===== src/clpf_pkg.sv =====
// Package for the command line packet framer: payload types, characters and defaults.
`default_nettype none

package clpf_pkg;

  // Default geometry of the receive buffers and the descriptor ring.
  localparam int unsigned BUFFER_BYTES_DEF     = 256;
  localparam int unsigned MAX_PACKET_BYTES_DEF = 32;
  localparam int unsigned RING_SLOTS_DEF       = 8;

  // Characters that matter to the framer.
  localparam logic [7:0] CHAR_SEMI    = 8'h3B;
  localparam logic [7:0] CHAR_CR      = 8'h0D;
  localparam logic [7:0] CHAR_LF      = 8'h0A;
  localparam logic [7:0] CHAR_LOWER_A = 8'h61;
  localparam logic [7:0] CHAR_LOWER_Z = 8'h7A;
  localparam logic [7:0] CASE_OFFSET  = 8'd32;

  // Configuration register indexes and reset values.
  localparam logic [0:0] CFG_TAG_CHAN0 = 1'b0;
  localparam logic [0:0] CFG_TAG_CHAN1 = 1'b1;
  localparam logic [7:0] TAG_CHAN0_RST = 8'd1;
  localparam logic [7:0] TAG_CHAN1_RST = 8'd2;

  typedef struct packed {
    logic [7:0] rx_byte;
    logic       rx_channel;
  } clpf_in_t;

  typedef struct packed {
    logic       write_channel;
    logic [7:0] byte_address;
    logic [7:0] byte_value;
    logic       packet_end;
    logic [7:0] tag_address;
    logic [7:0] tag_value;
    logic [7:0] packet_start_address;
    logic [2:0] packet_slot;
    logic [7:0] packet_total;
  } clpf_out_t;

endpackage

`default_nettype wire


===== src/command_line_packet_framer.sv =====
// Top level of the command line packet framer: pointer update and result register.
`default_nettype none

// Command line packet framer for two receive channels.
// Input channel (in_valid_i / in_ready_o / in_data_i): one request carries a received
// byte and the channel number that delivered it. Output channel (out_valid_o /
// out_ready_i / out_data_o): one request per input request, giving the buffer write of
// the converted byte and, when the byte was a ';', CR or LF, the tag write, the start
// of the finished packet and its descriptor ring slot, and always the packet count.
// An accepted request is registered and appears on the output in the next cycle.
// Throughput is one request per cycle while the receiver takes the results; the
// per-channel pointers, ring slot and counter are updated in the same cycle as the
// request is accepted, so consecutive requests on the same channel follow with no gap.
// The output register decouples the two sides: a new request is taken whenever the
// register is empty or its contents are taken in the same cycle. If the receiver
// stalls, one result is held and the input stalls until it drains.
// The configuration port writes the two tag bytes; writes take effect at once. The user
// makes them only while the block is idle; the block itself does not enforce this.
// Reset clears both write pointers, both packet start pointers, the ring slot and the
// packet counter, sets the tags to 1 and 2, and empties the output register.
module command_line_packet_framer #(
  parameter int unsigned BUFFER_BYTES     = clpf_pkg::BUFFER_BYTES_DEF,
  parameter int unsigned MAX_PACKET_BYTES = clpf_pkg::MAX_PACKET_BYTES_DEF,
  parameter int unsigned RING_SLOTS       = clpf_pkg::RING_SLOTS_DEF
) (
  input  wire                 clk_i,
  input  wire                 rst_ni,
  input  wire                 cfg_we_i,
  input  wire  [0:0]          cfg_addr_i,
  input  wire  [7:0]          cfg_wdata_i,
  input  wire                 in_valid_i,
  output logic                in_ready_o,
  input  clpf_pkg::clpf_in_t  in_data_i,
  output logic                out_valid_o,
  input  wire                 out_ready_i,
  output clpf_pkg::clpf_out_t out_data_o
);

  // Pointer width, ring slot width, and widths used to report them as 8 or 3 bit fields.
  localparam int unsigned PW  = $clog2(BUFFER_BYTES);
  localparam int unsigned RW  = $clog2(RING_SLOTS);
  localparam int unsigned AXW = (PW > 8) ? PW : 8;
  localparam int unsigned SXW = (RW > 3) ? RW : 3;
  // Width for the restart test, wide enough for pointer + 2 + maximum packet size.
  localparam int unsigned CW  = $clog2(BUFFER_BYTES + MAX_PACKET_BYTES + 2) + 1;

  logic [PW-1:0] wr_ptr_q    [2];
  logic [PW-1:0] start_ptr_q [2];
  logic [RW-1:0] slot_q;
  logic [7:0]    count_q;
  logic [7:0]    tag0_q;
  logic [7:0]    tag1_q;
  logic          out_valid_q;
  clpf_pkg::clpf_out_t out_q;

  logic          in_acc;
  logic          ch;
  logic [7:0]    rx_b;
  logic [7:0]    conv;
  logic          is_term;
  logic [PW-1:0] wp;
  logic [PW:0]   wp_inc;
  logic [PW-1:0] wp_wrap;
  logic [CW-1:0] restart_sum;
  logic [CW-1:0] wp_plus2;
  logic          fits;
  logic [PW-1:0] next_start;
  logic [PW-1:0] start_cur;
  logic [RW-1:0] slot_next;
  logic [7:0]    count_d;
  logic [AXW-1:0] wp_ext;
  logic [AXW-1:0] tag_ext;
  logic [AXW-1:0] start_ext;
  logic [SXW-1:0] slot_ext;
  clpf_pkg::clpf_out_t out_d;

  // The output register is free when empty or when its result leaves this cycle.
  assign in_ready_o = !out_valid_q || out_ready_i;
  assign in_acc     = in_valid_i && in_ready_o;

  assign ch   = in_data_i.rx_channel;
  assign rx_b = in_data_i.rx_byte;

  // Lowercase letters are raised to uppercase; everything else passes unchanged.
  assign conv = (rx_b >= clpf_pkg::CHAR_LOWER_A && rx_b <= clpf_pkg::CHAR_LOWER_Z)
                ? rx_b - clpf_pkg::CASE_OFFSET : rx_b;
  assign is_term = (conv == clpf_pkg::CHAR_SEMI) || (conv == clpf_pkg::CHAR_CR) ||
                   (conv == clpf_pkg::CHAR_LF);

  assign wp        = wr_ptr_q[ch];
  assign start_cur = start_ptr_q[ch];

  // Next buffer position, wrapping at the buffer end; it is also the tag position.
  assign wp_inc  = {1'b0, wp} + (PW+1)'(1);
  assign wp_wrap = (wp_inc == (PW+1)'(BUFFER_BYTES)) ? '0 : wp_inc[PW-1:0];

  // The next packet starts after the tag, unless a packet of maximum size would then
  // run past the buffer end, in which case it starts at position zero.
  assign wp_plus2    = CW'(wp) + CW'(2);
  assign restart_sum = wp_plus2 + CW'(MAX_PACKET_BYTES);
  assign fits        = restart_sum < CW'(BUFFER_BYTES);
  assign next_start  = fits ? wp_plus2[PW-1:0] : '0;

  assign slot_next = (slot_q == RW'(RING_SLOTS - 1)) ? '0 : slot_q + RW'(1);
  assign count_d   = is_term ? count_q + 8'd1 : count_q;

  assign wp_ext    = AXW'(wp);
  assign tag_ext   = AXW'(wp_wrap);
  assign start_ext = AXW'(start_cur);
  assign slot_ext  = SXW'(slot_q);

  always_comb begin
    out_d                      = '0;
    out_d.write_channel        = ch;
    out_d.byte_address         = wp_ext[7:0];
    out_d.byte_value           = conv;
    out_d.packet_end           = is_term;
    out_d.packet_total         = count_d;
    if (is_term) begin
      out_d.tag_address          = tag_ext[7:0];
      out_d.tag_value            = ch ? tag1_q : tag0_q;
      out_d.packet_start_address = start_ext[7:0];
      out_d.packet_slot          = slot_ext[2:0];
    end
  end

  // Framing state. The descriptor written to the ring slot is the packet start and
  // channel, which leave on the output channel with the slot number, so the ring
  // itself needs no storage in this block.
  always_ff @(posedge clk_i or negedge rst_ni) begin
    if (!rst_ni) begin
      wr_ptr_q[0]    <= '0;
      wr_ptr_q[1]    <= '0;
      start_ptr_q[0] <= '0;
      start_ptr_q[1] <= '0;
      slot_q         <= '0;
      count_q        <= '0;
    end else if (in_acc) begin
      count_q <= count_d;
      if (is_term) begin
        wr_ptr_q[ch]    <= next_start;
        start_ptr_q[ch] <= next_start;
        slot_q          <= slot_next;
      end else begin
        wr_ptr_q[ch] <= wp_wrap;
      end
    end
  end

  // Tag registers.
  always_ff @(posedge clk_i or negedge rst_ni) begin
    if (!rst_ni) begin
      tag0_q <= clpf_pkg::TAG_CHAN0_RST;
      tag1_q <= clpf_pkg::TAG_CHAN1_RST;
    end else if (cfg_we_i) begin
      unique case (cfg_addr_i)
        clpf_pkg::CFG_TAG_CHAN0: tag0_q <= cfg_wdata_i;
        clpf_pkg::CFG_TAG_CHAN1: tag1_q <= cfg_wdata_i;
      endcase
    end
  end

  // Result register.
  always_ff @(posedge clk_i or negedge rst_ni) begin
    if (!rst_ni) begin
      out_valid_q <= 1'b0;
    end else if (in_acc) begin
      out_valid_q <= 1'b1;
    end else if (out_ready_i) begin
      out_valid_q <= 1'b0;
    end
  end

  always_ff @(posedge clk_i) begin
    if (in_acc) begin
      out_q <= out_d;
    end
  end

  assign out_valid_o = out_valid_q;
  assign out_data_o  = out_q;

`ifndef SYNTHESIS
  // An accepted request always leaves a result in the output register.
  a_acc_loads: assert property (@(posedge clk_i) disable iff (!rst_ni)
    in_acc |=> out_valid_o)
    else $error("accepted request produced no result");

  // A held result blocks the input side.
  a_stall_blocks: assert property (@(posedge clk_i) disable iff (!rst_ni)
    (out_valid_o && !out_ready_i) |-> !in_ready_o)
    else $error("input accepted while result stalled");

  // Without a packet end the packet fields read zero.
  a_no_end_zero: assert property (@(posedge clk_i) disable iff (!rst_ni)
    (out_valid_o && !out_data_o.packet_end) |->
      (out_data_o.tag_address == 8'd0 && out_data_o.packet_slot == 3'd0 &&
       out_data_o.packet_start_address == 8'd0 && out_data_o.tag_value == 8'd0))
    else $error("packet fields set without packet end");

  // A packet start is either zero or leaves room for a packet of maximum size.
  a_start_room: assert property (@(posedge clk_i) disable iff (!rst_ni)
    ((start_ptr_q[0] == '0) ||
     (CW'(start_ptr_q[0]) + CW'(MAX_PACKET_BYTES) < CW'(BUFFER_BYTES))) &&
    ((start_ptr_q[1] == '0) ||
     (CW'(start_ptr_q[1]) + CW'(MAX_PACKET_BYTES) < CW'(BUFFER_BYTES))))
    else $error("packet start leaves no room for a full packet");
`endif

endmodule

`default_nettype wire

===== config.mk =====
export PLATFORM = sky130hd
export DESIGN_NAME = command_line_packet_framer
export DESIGN_NICKNAME = d
export VERILOG_FILES = /design/src/clpf_pkg.sv /design/src/command_line_packet_framer.sv
export SDC_FILE = /design/constraint.sdc
export NUM_CORES = 1
export LEC_CHECK = 0
export ABC_AREA = 0
export BUFFER_PORTS_ARGS = -buffer_cell sky130_fd_sc_hd__buf_2
export CORE_ASPECT_RATIO = 1.5
export CORE_MARGIN = 4
export CORE_UTILIZATION = 45
export CTS_BUF_LIST = sky130_fd_sc_hd__clkbuf_8 sky130_fd_sc_hd__clkbuf_16
export DETAILED_ROUTE_END_ITERATION = 16
export GPL_TIMING_DRIVEN = 1
export PLACE_DENSITY = 0.71
export SYNTH_ARGS = -nofsm -noshare
export SYNTH_HDL_FRONTEND = slang
export SYNTH_SLANG_ARGS = --single-unit

===== constraint.sdc =====
create_clock -name clk_i -period 3.9 [get_ports clk_i]
set_clock_uncertainty 0.05 [all_clocks]
set_input_delay 0.195 -clock clk_i [delete_from_list [all_inputs] [get_ports clk_i]]
set_output_delay 0.195 -clock clk_i [all_outputs]
set_load 0.02 [all_outputs]

**Word-level counts from Yosys, hierarchy flattened**

Cells that the tools add are included.

- $add $sub $neg: 6
- $lt $le $gt $ge: 5
- Equality and inequality tests: 5
- Muxes and demuxes: 20
- Bitwise gates (word level): 2
- Reductions and logical operators: 11

Operators with widths:

| operator | number |
|---|---|
| $mux 8 | 12 |
| $bwmux 16 | 3 |
| $eq 8x4->1 const B | 2 |
| $mux 16 | 1 |
| $add 9x6->10 const B | 1 |
| $lt 10x9->1 const B | 1 |
| $add 8x1->9 const B | 1 |
| $add 8x2->9 const B | 1 |
| $eq 9x9->1 const B | 1 |
| $add 8x1->8 const B | 1 |
| $demux 8 s1 | 1 |
| $eq 8x6->1 const B | 1 |
| $ge 8x7->1 const B | 1 |
| $le 8x7->1 const B | 1 |
| $sub 8x6->8 const B | 1 |
| $reduce_and 2->1 | 3 |
| $add 3x1->3 const B | 1 |
| $eq 3x3->1 const B | 1 |
| $logic_and 1x1->1 | 3 |
| $logic_or 1x1->1 | 3 |
| $mux 3 | 1 |
| $ge 2x2->1 const B | 1 |
| $lt 2x1->1 const B | 1 |
| $mux 1 | 2 |
| other kinds (4) | 4 |

- Register bits after elaboration: 113
- Output and inout port bits: 55
- Logic and storage cells: 67

**Logic depth before layout (Yosys ltp)**

- Word-level depth: 10
- Depth in mapped cells: 11
- Gate-level depth less buffers: 9

**Least setup slack after synthesis**

Ideal clock, no wire load.

- Path kind: register to register
- Start: reg out_valid_q (netlist: out_valid_o)
- End: reg start_ptr_q[0] in the netlist's numbering
- Arrival time: 2500 ps
- Slack: 1208 ps
- Stages on the path, launching flop included: 7
- Buffers on the path: 0
- Clock period less this slack: 2692 ps
- Cells stage by stage: dfrtp_1 > nand2b_1 > nand2_1 > inv_1 > nand2_1 > o21ai_0 > o31ai_1

- Longest elaborated chain between the ends: 4

RTL lines:

| what | line | RTL |
|---|---|---|
| start: declaration | command_line_packet_framer.sv:53 | `logic out_valid_q;` |
| start signal: assignment | command_line_packet_framer.sv:166 | `out_valid_q <= 1'b0;` |
| start signal: assignment | command_line_packet_framer.sv:168 | `out_valid_q <= 1'b1;` |
| start signal: assignment | command_line_packet_framer.sv:170 | `out_valid_q <= 1'b0;` |
| $logic_not 1->1 | command_line_packet_framer.sv:78 | `assign in_ready_o = !out_valid_q \|\| out_ready_i;` |
| $logic_or 1x1->1 | command_line_packet_framer.sv:78 |  |
| via in_ready_o | command_line_packet_framer.sv:32 | `output logic in_ready_o,` |
| $logic_and 1x1->1 | command_line_packet_framer.sv:79 | `assign in_acc = in_valid_i && in_ready_o;` |
| via in_acc | command_line_packet_framer.sv:56 | `logic in_acc;` |
| $reduce_and 2->1 (no line) | - |  |
| end signal: indexed assignment | command_line_packet_framer.sv:142 | `start_ptr_q[ch] <= next_start;` |
| end: declaration | command_line_packet_framer.sv:48 | `logic [PW-1:0] start_ptr_q [2];` |

The timed path passes the listed nets, and every way through them passes these cells.
A chain may end at the register's enable or synchronous reset.

==> results.sh <==
export IMPL_regToRegStartpoint="wr_ptr_q[0]$_DFFE_PN0P_"
export IMPL_netlist_area_leader_share_pct=31.0
export IMPL_syn_inst=399
export IMPL_ys_warn_count=0
export IMPL_grt_antenna_before_repair=0
export IMPL_timing_fmax_mhz=316
export IMPL_wl_per_cell_um=16.0
export IMPL_area_growth_pct=24.8
export IMPL_syn_area_um2=5130
export IMPL_grt_setup_unrepaired="no"
export IMPL_cp_startpoint="in_data_i[0]"
export IMPL_numPortBuffers=77
export IMPL_drc=0
export IMPL_min_path_type="primary input to register"
export IMPL_die_h_um=139
export IMPL_setup_tns_ns=0
export IMPL_dieArea_um2=13200
export IMPL_numCtsBuffers=17
export IMPL_clk_transition_reported_paths_ns=0.05
export IMPL_drt_iter0_drc=235
export IMPL_postCtsSetupRepairBufs=0
export IMPL_first_global_vias=3531
export IMPL_routabilityCongestion=0.866
export IMPL_finalHoldViolations=0
export IMPL_synth_common_cells="dfrtp_1 (58), edfxtp_1 (53), nor2_1 (38)"
export IMPL_seqCellArea_um2=3100
export IMPL_cp_arrival_ns=3.39
export IMPL_io_pins=78
export IMPL_yosys_area_top_type="edfxtp_1"
export IMPL_r2r_end="wr_ptr_q[14]$_DFFE_PN0P_"
export IMPL_finalMaxSlewViolations=0
export IMPL_r2r_cells=9
export IMPL_synth_nets=428
export IMPL_vias=3475
export IMPL_r2r_slack_ns=0.97
export IMPL_async_reset_ff_share_pct=53.1
export IMPL_gr_total_overflow=0
export IMPL_hold_depth=2
export IMPL_dp_cells=612
export IMPL_setup_viol=0
export IMPL_synth_flop_cell="dfrtp_1"
export IMPL_die_w_um=95.2
export IMPL_start_kind="primary input"
export IMPL_nFillCells=918
export IMPL_critPathCaptureType="register"
export IMPL_grt_max_degree=61
export IMPL_peakVddDrop_uv=363
export IMPL_tightest_slew_ns=0.826
export IMPL_grt_pass1_wl_mm=17.5
export IMPL_power_uw=3920
export IMPL_initial_core_util_pct=46.2
export IMPL_ys_top_cells_by_area="edfxtp_1 (31%), dfrtp_1 (28%), mux2_2 (7.9%), mux2i_1 (4.9%), xnor2_1 (2.9%)"
export IMPL_cts_root_buf="clkbuf_16"
export IMPL_avgViaCountPerCell=5.27
export IMPL_cts_tree="yes"
export IMPL_status="completed"
export IMPL_synth_most_common_cell="dfrtp_1"
export IMPL_worstPathMaxFanout=36
export IMPL_htreeDepth=4
export IMPL_worst_setup_path_type="primary input to register"
export IMPL_core_um2=11100
export IMPL_hp_start="in_data_i[8]"
export IMPL_postLayoutCoreUtil_pct=57.6
export IMPL_drive_above_1_share_pct=32.0
export IMPL_multi_input_area_um2=1900
export IMPL_p_per_area_nw_per_um2=612
export IMPL_hpwlAfterDp_mm=7.10
export IMPL_rows=47
export IMPL_netlist_cell_type_count=53
export IMPL_post_route_period_util_pct=81.0
export IMPL_first_pass_iters=4
export IMPL_routed_wl_mm=10.6
export IMPL_relSlewSlack_pct=44.6
export IMPL_synth_edf_count=53
export IMPL_hold_path_end="out_data_o[43]$_DFFE_PP_"
export IMPL_yosys_register_bits=113
export IMPL_grt_usage_pct=17.3
export IMPL_clk_latency_ns=0.41
export IMPL_ys_seq_area_share_pct=60.3
export IMPL_post_route_min_period_ns=3.16
export IMPL_fin_cells=660
export IMPL_maxCapViolations=0
export IMPL_cp_required_ns=4.13
export IMPL_avgSynthCellArea_um2=12.9
export IMPL_nets=529
export IMPL_cts_num_sinks=113
export IMPL_diodes=0
export IMPL_clk_path_buf_depth=2
export IMPL_antenna_left=0
export IMPL_p_leak_uw=0.00277
-- through the flow --
step | worst slack [ns] | area [um^2] | hold WS, ns
global route | 0.509 | 6400 | 0.0240
global placement | 0.976 | 5640 | 0.352
finish | 0.739 | 6400 | 0.0307
floorplan | 1.21 | 5130 | -0.151
detailed placement | 0.867 | 5640 | 0.356
CTS | 0.778 | 6400 | 0.0171
-- state kept, by name, indices dropped and copies added, names as in the netlist --
name         cells
out_data_o      53
start_ptr_q     16
wr_ptr_q        16
count_q          8
tag0_q           8
tag1_q           8
slot_ext         3
out_valid_o      1
-- critical path, cell delays in order --
cell	delay [ns]
dlygate4sd3_1	0.51
buf_2	0.16
buf_4	0.45
mux2_2	0.43
ha_1	0.26
nand4_1	0.15
a21o_1	0.19
a31oi_1	0.11
o31ai_1	0.45
mux2i_1	0.17
mux2_2	0.30
-- cell usage in the layout, fill, tap and decap left out, types with 3 or more instances in the layout --
cell type and count:
nand2_1 30, nand2b_1 6, and3_1 6, dlygate4sd3_1 16
nor2b_1 3, o31ai_1 7, dfrtp_1 58, nand4b_1 3
xor2_1 4, a21oi_1 6, ha_1 6, edfxtp_1 53
nand3b_1 3, clkinv_2 4, nand3_1 6, nand4_1 8
clkinvlp_4 4, inv_1 9, buf_2 77, xnor2_1 17
a31oi_1 7, o21a_1 3, nor2_1 38, mux2i_1 25
o21ai_0 17, clkbuf_16 17, bufinv_16 3, nor3_1 3
buf_4 4, mux2_2 36
-- power by group --
part / internal (uW) / switching [uW] / total, uW / leakage [uW]
clock: 1020 / 525 / 1540 / 0.000288
sequential: 1430 / 129 / 1560 / 0.00128
combinational: 331 / 481 / 813 / 0.00120
-- cells by family (layout without fill, tap and decap cells) --
group	count (synthesis)	after routing	synth area share (%)
flops	113	113	60.3
compound gates	59	59	8.51
simple gates	113	113	10.7
xor+xnor	21	21	3.59
fa+ha+maj	6	6	1.46
buf+inv	26	140	2.59
mux	61	61	12.8
-- timing repair --
item | 4_1_cts | 5_1_grt
endpoints found under the hold margin | 81 | 0
gates resized for setup | 0 | 0
hold buffers | 16 | 0
-- how the worst max path moves through the flow --
stage	endpoint	slack, ns	depth (start not counted)
final	wr_ptr_q[15]$_DFFE_PN0P_	0.74	11
after global placement	wr_ptr_q[4]$_DFFE_PN0P_	0.98	10
after global routing	start_ptr_q[3]$_DFFE_PN0P_	0.51	12
after CTS	wr_ptr_q[15]$_DFFE_PN0P_	0.78	11
after detailed placement	wr_ptr_q[15]$_DFFE_PN0P_	0.87	10
after floorplan	start_ptr_q[0]$_DFFE_PN0P_	1.21	6
-- cell type report --
cell class              count  share of cell area (%)
repair buffers             97                    8.99
clock buffers              18                    6.86
clock inverters            14                    2.56
multi-input cells         260                    29.7
flip-flops and latches    113                    48.4
inverters                  11                   0.645
well taps                 147                    2.87
-- routing by layer --
layer	track usage (%)	up-vias	wire length, um
met5	0	-	0
met4	7.76	0	196
met3	4.45	17	575
met2	29.2	105	5650
li1	-	1662	-
met1	20.3	1691	4150
Power figures use the tool's default switching activity.
